<file path="config.mk">
export PLATFORM = sky130hd
export DESIGN_NAME = accumulator_instruction_executor
export DESIGN_NICKNAME = d
export VERILOG_FILES = /design/src/rtl/aie_pkg.sv /design/src/rtl/aie_muldiv.sv /design/src/rtl/accumulator_instruction_executor.sv
export SDC_FILE = /design/constraint.sdc
export NUM_CORES = 2
export LEC_CHECK = 0
export ABC_CLOCK_PERIOD_IN_PS = 6280
export BUFFER_PORTS_ARGS = -buffer_cell sky130_fd_sc_hd__buf_2
export CAP_MARGIN = 20
export CELL_PAD_IN_SITES_DETAIL_PLACEMENT = 1
export CELL_PAD_IN_SITES_GLOBAL_PLACEMENT = 1
export CORE_MARGIN = 2
export CORE_UTILIZATION = 48
export CTS_CLUSTER_DIAMETER = 150
export DETAILED_ROUTE_END_ITERATION = 7
export MAX_ROUTING_LAYER = met4
export PLACE_DENSITY_LB_ADDON = 0.15
export SLEW_MARGIN = 20
export SYNTH_ARGS = -nofsm -noshare
export SYNTH_HDL_FRONTEND = slang
export SYNTH_SLANG_ARGS = --single-unit
</file>
<file path="constraint.sdc">
create_clock -name clk -period 6.28 [get_ports clk]
set_input_delay 1.256 -clock clk [delete_from_list [all_inputs] [get_ports clk]]
set_output_delay 1.256 -clock clk [all_outputs]
set_load 0.05 [all_outputs]
</file>
<file path="src/rtl/aie_pkg.sv">
// Shared types, opcodes and defaults for the accumulator instruction executor.
package aie_pkg;

  localparam int WORD_W              = 32;
  localparam int STEP_CNT_W          = 5;
  localparam int VARIABLE_COUNT_DEF  = 32;
  localparam int PROGRAM_DEPTH_DEF   = 256;
  localparam int VAR_INDEX_W         = 5;
  localparam int VAR_INDEX_CODES     = 32;
  localparam int TARGET_W            = 8;
  localparam int TARGET_CODES        = 256;

  typedef enum logic [3:0] {
    OP_LOAD  = 4'd0,
    OP_STORE = 4'd1,
    OP_ADD   = 4'd2,
    OP_SUB   = 4'd3,
    OP_MULT  = 4'd4,
    OP_DIV   = 4'd5,
    OP_BG    = 4'd6,
    OP_BE    = 4'd7,
    OP_BL    = 4'd8,
    OP_BU    = 4'd9,
    OP_READ  = 4'd10,
    OP_PRINT = 4'd11,
    OP_DC    = 4'd12,
    OP_END   = 4'd13
  } opcode_t;

  typedef enum logic [1:0] {
    STAT_RUN  = 2'd0,
    STAT_END  = 2'd1,
    STAT_BADOP = 2'd2,
    STAT_DIV0 = 2'd3
  } status_t;

  typedef enum logic [2:0] {
    S_CLEAR,
    S_IDLE,
    S_EXEC,
    S_WAIT,
    S_OUT
  } state_t;

  typedef struct packed {
    logic [3:0]               opcode;
    logic                     use_immediate;
    logic signed [WORD_W-1:0] immediate_value;
    logic [VAR_INDEX_W-1:0]   var_index;
    logic [TARGET_W-1:0]      branch_target;
    logic signed [WORD_W-1:0] read_value;
  } in_item_t;

  typedef struct packed {
    logic [TARGET_W-1:0]      next_pc;
    logic signed [WORD_W-1:0] acc_value;
    logic                     print_valid;
    logic signed [WORD_W-1:0] print_value;
    logic [1:0]               status;
  } out_item_t;

  typedef struct packed {
    logic              start;
    logic              is_div;
    logic [WORD_W-1:0] op_a;
    logic [WORD_W-1:0] op_b;
  } md_req_t;

endpackage

</file>
<file path="src/rtl/aie_muldiv.sv">
// Shared iterative multiplier and signed truncating divider, one bit per cycle.
module aie_muldiv (
  input  logic                          clk,
  input  logic                          rst_n,
  input  aie_pkg::md_req_t              req,
  output logic                          done,
  output logic [aie_pkg::WORD_W-1:0]    result
);

  localparam int W = aie_pkg::WORD_W;

  logic                            busy_r;
  logic                            done_r;
  logic                            is_div_r;
  logic                            neg_r;
  logic [aie_pkg::STEP_CNT_W-1:0]  cnt_r;
  logic [W-1:0]                    a_r;
  logic [W-1:0]                    b_r;
  logic [W-1:0]                    res_r;
  logic [W-1:0]                    rem_r;

  logic [W-1:0] a_mag;
  logic [W-1:0] b_mag;
  logic [W:0]   rem_sh;
  logic [W:0]   diff;
  logic [W-1:0] prod_nxt;
  logic [W-1:0] rem_nxt;
  logic [W-1:0] q_nxt;

  assign a_mag    = req.op_a[W-1] ? (W'(0) - req.op_a) : req.op_a;
  assign b_mag    = req.op_b[W-1] ? (W'(0) - req.op_b) : req.op_b;
  assign rem_sh   = {rem_r, res_r[W-1]};
  assign diff     = rem_sh - {1'b0, b_r};
  assign prod_nxt = res_r + (b_r[0] ? a_r : W'(0));
  assign rem_nxt  = diff[W] ? rem_sh[W-1:0] : diff[W-1:0];
  assign q_nxt    = {res_r[W-2:0], ~diff[W]};

  always_ff @(posedge clk) begin
    if (!rst_n) begin
      busy_r <= 1'b0;
      done_r <= 1'b0;
      cnt_r  <= '0;
    end else begin
      done_r <= busy_r && (cnt_r == '1);
      if (req.start) begin
        busy_r <= 1'b1;
        cnt_r  <= '0;
      end else if (busy_r) begin
        cnt_r <= cnt_r + 1'b1;
        if (cnt_r == '1) begin
          busy_r <= 1'b0;
        end
      end
    end
  end

  always_ff @(posedge clk) begin
    if (req.start) begin
      is_div_r <= req.is_div;
      neg_r    <= req.op_a[W-1] ^ req.op_b[W-1];
      rem_r    <= '0;
      if (req.is_div) begin
        a_r   <= req.op_a;
        b_r   <= b_mag;
        res_r <= a_mag;
      end else begin
        a_r   <= req.op_a;
        b_r   <= req.op_b;
        res_r <= '0;
      end
    end else if (busy_r) begin
      if (is_div_r) begin
        rem_r <= rem_nxt;
        res_r <= q_nxt;
      end else begin
        res_r <= prod_nxt;
        a_r   <= {a_r[W-2:0], 1'b0};
        b_r   <= {1'b0, b_r[W-1:1]};
      end
    end
  end

  assign done   = done_r;
  assign result = (is_div_r && neg_r) ? (W'(0) - res_r) : res_r;

endmodule

</file>
<file path="src/rtl/accumulator_instruction_executor.sv">
// Top level: accumulator machine executor with variable store memory and control.
//
// Each accepted input transaction executes one decoded instruction and yields exactly one
// result transaction. Load, store, add, sub, branches, read, print, define-constant and end
// pass through the execute and output-load states before their result is presented;
// multiply and divide wait between them for the shared iterative unit, which resolves
// one bit per cycle. The output-load state holds while the output register is still full
// and not taken. Items are processed one at a time; the next transaction is accepted while
// a result still waits in the output register. After reset, the variable store is zeroed
// by a clearing pass over all VARIABLE_COUNT entries, during which in_ready stays low.
module accumulator_instruction_executor #(
  parameter int VARIABLE_COUNT = aie_pkg::VARIABLE_COUNT_DEF,
  parameter int PROGRAM_DEPTH  = aie_pkg::PROGRAM_DEPTH_DEF
) (
  input  logic               clk,
  input  logic               rst_n,
  input  logic               in_valid,
  output logic               in_ready,
  input  aie_pkg::in_item_t  in_data,
  output logic               out_valid,
  input  logic               out_ready,
  output aie_pkg::out_item_t out_data
);

  localparam int W    = aie_pkg::WORD_W;
  localparam int VI_W = $clog2(VARIABLE_COUNT);
  localparam int PC_W = (PROGRAM_DEPTH > 1) ? $clog2(PROGRAM_DEPTH) : 1;

  aie_pkg::state_t     state_r, state_nxt;
  logic [W-1:0]        acc_r, acc_nxt;
  logic [PC_W-1:0]     pc_r, pc_nxt;
  logic                halted_r, halted_nxt;
  logic [1:0]          code_r, code_nxt;
  logic [VI_W-1:0]     clr_cnt_r;
  aie_pkg::in_item_t   item_r;
  logic [VI_W-1:0]     item_vi_r;
  aie_pkg::out_item_t  res_r, res_nxt;
  aie_pkg::out_item_t  out_r;
  logic                out_valid_r;

  logic [W-1:0]        mem [VARIABLE_COUNT];
  logic [W-1:0]        rd_data_r;
  logic                mem_we;
  logic [VI_W-1:0]     mem_waddr;
  logic [W-1:0]        mem_wdata;

  logic [VI_W-1:0]     vi_tab  [aie_pkg::VAR_INDEX_CODES];
  logic [PC_W-1:0]     tgt_tab [aie_pkg::TARGET_CODES];
  logic [VI_W-1:0]     in_vi;
  logic [PC_W-1:0]     target;
  logic [PC_W-1:0]     pc_inc;
  logic [W-1:0]        operand;
  logic                accept;
  logic                out_free;
  logic                md_done;
  logic [W-1:0]        md_result;
  aie_pkg::md_req_t    md_req;

  for (genvar g = 0; g < aie_pkg::VAR_INDEX_CODES; g++) begin : g_vi
    assign vi_tab[g] = VI_W'(g % VARIABLE_COUNT);
  end

  for (genvar g = 0; g < aie_pkg::TARGET_CODES; g++) begin : g_tgt
    assign tgt_tab[g] = PC_W'(g % PROGRAM_DEPTH);
  end

  assign in_vi    = vi_tab[in_data.var_index];
  assign target   = tgt_tab[item_r.branch_target];
  assign pc_inc   = (pc_r == PC_W'(PROGRAM_DEPTH - 1)) ? PC_W'(0) : pc_r + 1'b1;
  assign operand  = item_r.use_immediate ? item_r.immediate_value : rd_data_r;
  assign in_ready = (state_r == aie_pkg::S_IDLE);
  assign accept   = in_valid && in_ready;
  assign out_free = !out_valid_r || out_ready;

  aie_muldiv u_muldiv (
    .clk    (clk),
    .rst_n  (rst_n),
    .req    (md_req),
    .done   (md_done),
    .result (md_result)
  );

  always_ff @(posedge clk) begin
    if (mem_we) begin
      mem[mem_waddr] <= mem_wdata;
    end
    rd_data_r <= mem[in_vi];
  end

  always_ff @(posedge clk) begin
    if (!rst_n) begin
      state_r     <= aie_pkg::S_CLEAR;
      acc_r       <= '0;
      pc_r        <= '0;
      halted_r    <= 1'b0;
      code_r      <= aie_pkg::STAT_RUN;
      clr_cnt_r   <= '0;
      out_valid_r <= 1'b0;
    end else begin
      state_r  <= state_nxt;
      acc_r    <= acc_nxt;
      pc_r     <= pc_nxt;
      halted_r <= halted_nxt;
      code_r   <= code_nxt;
      if (state_r == aie_pkg::S_CLEAR) begin
        clr_cnt_r <= clr_cnt_r + 1'b1;
      end
      if (state_r == aie_pkg::S_OUT && out_free) begin
        out_valid_r <= 1'b1;
      end else if (out_ready) begin
        out_valid_r <= 1'b0;
      end
    end
  end

  always_ff @(posedge clk) begin
    if (accept) begin
      item_r    <= in_data;
      item_vi_r <= in_vi;
    end
    res_r <= res_nxt;
    if (state_r == aie_pkg::S_OUT && out_free) begin
      out_r <= res_r;
    end
  end

  always_comb begin
    state_nxt  = state_r;
    acc_nxt    = acc_r;
    pc_nxt     = pc_r;
    halted_nxt = halted_r;
    code_nxt   = code_r;
    res_nxt    = res_r;
    mem_we     = 1'b0;
    mem_waddr  = item_vi_r;
    mem_wdata  = acc_r;
    md_req     = '{start: 1'b0, is_div: 1'b0, op_a: acc_r, op_b: operand};
    unique case (state_r)
      aie_pkg::S_CLEAR: begin
        mem_we    = 1'b1;
        mem_waddr = clr_cnt_r;
        mem_wdata = '0;
        if (clr_cnt_r == VI_W'(VARIABLE_COUNT - 1)) begin
          state_nxt = aie_pkg::S_IDLE;
        end
      end
      aie_pkg::S_IDLE: begin
        if (accept) begin
          state_nxt = aie_pkg::S_EXEC;
        end
      end
      aie_pkg::S_EXEC: begin
        state_nxt = aie_pkg::S_OUT;
        res_nxt.print_valid = 1'b0;
        res_nxt.print_value = '0;
        res_nxt.status      = aie_pkg::STAT_RUN;
        if (halted_r) begin
          res_nxt.status = code_r;
        end else begin
          pc_nxt = pc_inc;
          unique case (item_r.opcode)
            aie_pkg::OP_LOAD: acc_nxt = operand;
            aie_pkg::OP_STORE: mem_we = 1'b1;
            aie_pkg::OP_ADD: acc_nxt = acc_r + operand;
            aie_pkg::OP_SUB: acc_nxt = acc_r - operand;
            aie_pkg::OP_MULT: begin
              md_req.start = 1'b1;
              state_nxt    = aie_pkg::S_WAIT;
            end
            aie_pkg::OP_DIV: begin
              if (operand == '0) begin
                res_nxt.status = aie_pkg::STAT_DIV0;
              end else begin
                md_req.start  = 1'b1;
                md_req.is_div = 1'b1;
                state_nxt     = aie_pkg::S_WAIT;
              end
            end
            aie_pkg::OP_BG: begin
              if (acc_r != '0 && !acc_r[W-1]) begin
                pc_nxt = target;
              end
            end
            aie_pkg::OP_BE: begin
              if (acc_r == '0) begin
                pc_nxt = target;
              end
            end
            aie_pkg::OP_BL: begin
              if (acc_r[W-1]) begin
                pc_nxt = target;
              end
            end
            aie_pkg::OP_BU: pc_nxt = target;
            aie_pkg::OP_READ: begin
              mem_we    = 1'b1;
              mem_wdata = item_r.read_value;
            end
            aie_pkg::OP_PRINT: begin
              res_nxt.print_valid = 1'b1;
              res_nxt.print_value = rd_data_r;
            end
            aie_pkg::OP_DC: begin
              mem_we    = 1'b1;
              mem_wdata = item_r.immediate_value;
            end
            aie_pkg::OP_END: res_nxt.status = aie_pkg::STAT_END;
            default: res_nxt.status = aie_pkg::STAT_BADOP;
          endcase
          if (res_nxt.status != aie_pkg::STAT_RUN) begin
            halted_nxt = 1'b1;
            code_nxt   = res_nxt.status;
            pc_nxt     = pc_r;
            acc_nxt    = acc_r;
          end
        end
        res_nxt.next_pc   = 8'(pc_nxt);
        res_nxt.acc_value = acc_nxt;
      end
      aie_pkg::S_WAIT: begin
        if (md_done) begin
          acc_nxt           = md_result;
          res_nxt.acc_value = md_result;
          state_nxt         = aie_pkg::S_OUT;
        end
      end
      aie_pkg::S_OUT: begin
        if (out_free) begin
          state_nxt = aie_pkg::S_IDLE;
        end
      end
      default: state_nxt = aie_pkg::S_IDLE;
    endcase
  end

  assign out_valid = out_valid_r;
  assign out_data  = out_r;

endmodule
</file>
==> results.sh <==
export IMPL_hold_buffers=0
export IMPL_path_class="reg -> reg"
export IMPL_synth_area_sq_mm=0.06535
export IMPL_first_pass_iters=7
export IMPL_seq_area_frac_synth_pct=65.98
export IMPL_wirelength_um=195700
export IMPL_grt_first_pass_wirelength_um=284700
export IMPL_synth_async_sr_flop_share_pct=0
export IMPL_final_cell_mix="edfxtp_1, nand2_1, mux4_2"
export IMPL_totalPowerFinal_mw=21.12
export IMPL_status="finished, final reports clean"
export IMPL_layout_commonest_cell="edfxtp_1"
export IMPL_yosys_warnings=0
export IMPL_p_comb_share_pct=5.0
export IMPL_rows=135
export IMPL_grt_max_degree=100
export IMPL_io_pins=163
export IMPL_seqPwrFrac_pct=51.1
export IMPL_cts_resized_gates=0
export IMPL_die_area_sq_mm=0.1391
export IMPL_cts_buffers=158
export IMPL_peakVddDrop_mv=0.3643
export IMPL_min_period_over_period_pct=83.51
export IMPL_grt_use_total_pct=28.95
export IMPL_worst_pin_slew_ns=1.085
export IMPL_end_kind="register"
export IMPL_finClkSkew_ns=0.07016
export IMPL_hold_violations=0
export IMPL_drc=0
export IMPL_initial_core_util_pct=48.30
export IMPL_period_needed_ns=5.244
export IMPL_drtAntennaViolNets=0
export IMPL_htreeDepth=4
export IMPL_cts_sinks=1477
export IMPL_ys_ff_latch=1477
export IMPL_syn_avg_cell_area_sq_um=15.27
export IMPL_nets=4670
export IMPL_overflow=0
export IMPL_p_sw_share_pct=22.31
export IMPL_cts_max_path_buffers=3
export IMPL_grt_pass1_vias=40350
export IMPL_arrival_ns=5.79
export IMPL_dpl_hpwl_um=129200
export IMPL_grt_antenna_before_repair=11
export IMPL_p_per_area_mw_per_mm2=284.1
export IMPL_routedWlPerCell_um=30.63
export IMPL_pwr_share_clk_pct=43.9
export IMPL_cts_root_buffer="clkbuf_16"
export IMPL_postCtsSetupBuffers=0
export IMPL_synth_nets=4471
export IMPL_ys_flop_type="edfxtp_1"
export IMPL_rsz0062_at_grt="false"
export IMPL_whs_ns=0.4118
export IMPL_maxSlewHeadroom_pct=27.65
export IMPL_worst_setup_path_start_kind="register"
export IMPL_cts_tree="done"
export IMPL_clkLatencyLatePin_ns=0.85
export IMPL_static_leakage_power_nw=24.91
export IMPL_chipHeight_um=373.0
export IMPL_cp_required_ns=6.83
export IMPL_synth_edf_count=1354
export IMPL_power_internal_mw=16.41
export IMPL_maxCapViolations=0
export IMPL_netSwitchingPower_mw=4.712
export IMPL_fmax_mhz=190.7
export IMPL_post_place_ws_ns=1.080
export IMPL_clk_pin_slew_ns=0.06
export IMPL_synth_distinct_cells=92
export IMPL_dr_first_iter_drc_count=3624
export IMPL_layout_setup_ws_ns=1.036
export IMPL_cp_max_fo=6
export IMPL_place_congestion=0.9028
export IMPL_num_vias=39560
export IMPL_drive_gt1_share_pct=21.18
export IMPL_die_width_um=373.0
export IMPL_timing_max_transition_violations_final=0
export IMPL_tns_ns=0
export IMPL_fin_util_pct=54.95
export IMPL_portBuffers=162
export IMPL_netlist_instances=4279
export IMPL_area_delta_synth_final_pct=13.76
export IMPL_hold_class="reg -> reg"
export IMPL_core_sq_mm=0.1353
export IMPL_setup_viol=0
export IMPL_vias_per_cell=6.189
[power groups by stage]
stage,Clock [mW],Sequential (mW),Combinational (mW)
after floorplan,0,11.0,0.704
after detailed placement,0,11.0,1.05
after CTS,9.41,10.8,1.06
after global routing,9.77,10.8,1.12
after global placement,0,11.0,1.04
final,9.27,10.8,1.05
[path summary, 6_finish.rpt]
check | startpoint | to | slack (ns) | depth (start not counted)
setup / recovery | item_r[77] | res_r[63] | 1.04 | 17
hold / removal | res_r[23] | out_data[23] | 0.41 | 0
setup reg to reg | item_r[77] | res_r[63] | 1.04 | 17
hold reg to reg | res_r[23] | out_data[23] | 0.41 | 0
[cell families after synthesis]
| kind of cell | synth area share, % |
|---|---|
| and+or+nand+nor | 7.356 |
| xor gates and xnor gates | 2.573 |
| buffers and inverters | 1.995 |
| muxes | 12.68 |
| AOI/OAI and AO/OA | 7.344 |
| DFF | 65.98 |
| adders and majority gates | 2.064 |
[sequential cells by signal, indices dropped and copies added, names as in the netlist, 8 cells and up]
name and count:
acc_r 32, item_r 77, mem 1024, out_data 75
pc_r 8, rd_data_r 32, res_r 75, u_muldiv.a_r 32
u_muldiv.b_r 32, u_muldiv.rem_r 32, u_muldiv.res_r 32
[critical path: stages (launching register included)]
cell and delay, ns:
edfxtp_1 0.44, mux2i_1 0.55, ha_1 0.36, o21ai_0 0.17, or4_1 0.68, nor3_1 0.25, nor2_1 0.08, xor2_1 0.15
ha_1 0.41, nand2_1 0.09, o21ai_0 0.25, nand2b_1 0.17, a2bb2oi_1 0.24, nand2_1 0.18, o311ai_0 0.42, xor2_1 0.11
a221oi_1 0.36, nor2_1 0.07
[cell usage after synthesis, drive strengths merged, types with 11 or more instances]
cell type,count,share of area (%)
o21a,24,0.28
dfxtp,123,3.8
buf,74,0.54
nand4,17,0.19
a21oi,159,1.2
a211oi,28,0.32
mux2,41,0.71
o31ai,41,0.47
nand3,53,0.41
clkbuf,166,0.96
xnor2,100,1.3
a21o,39,0.45
xor2,92,1.2
and2,81,0.78
o22ai,36,0.34
or4,11,0.13
nor3,87,0.67
a221oi,12,0.16
nor2b,17,0.16
nor3b,18,0.21
mux2i,62,0.95
ha,103,2.0
and3,23,0.22
nand2,365,2.1
inv,86,0.49
nand2b,23,0.22
mux4,320,11
nor2,232,1.3
a31oi,32,0.31
nor4,26,0.26
or3,23,0.23
edfxtp,1354,62
a22oi,38,0.44
o211ai,15,0.17
o21ai,201,1.5
[routing by layer]
| layer | vias to the layer above | track usage (%) | part of all wire (%) |
|---|---|---|---|
| met5 | - | - | 0 |
| met4 | 0 | 9.281 | 3.0 |
| met3 | 249 | 4.438 | 6.3 |
| met2 | 1302 | 46.76 | 49 |
| met1 | 20800 | 37.89 | 41 |
| li1 | 17200 | - | - |
[through the flow]
step           cell area [sq um]  instances
6_report                   74340       6391
5_1_grt                    74340       6390
4_1_cts                    74180       6384
3_5_place_dp               69000       6098
3_3_place_gp               68960       6096
2_1_floorplan              65350       4279
[layout make-up]
cell class / count / area (sq um)
fill: 12690 / 60960
antenna: 6 / 15.01
tap: 1781 / 2228
clock inverter: 75 / 923.4
timing repair buffer: 279 / 1979
clock buffer: 211 / 4264
multi-input combinational: 2475 / 21480
sequential: 1477 / 43120
inverter: 87 / 326.6
Note: power is estimated with default switching activity, not from simulation.
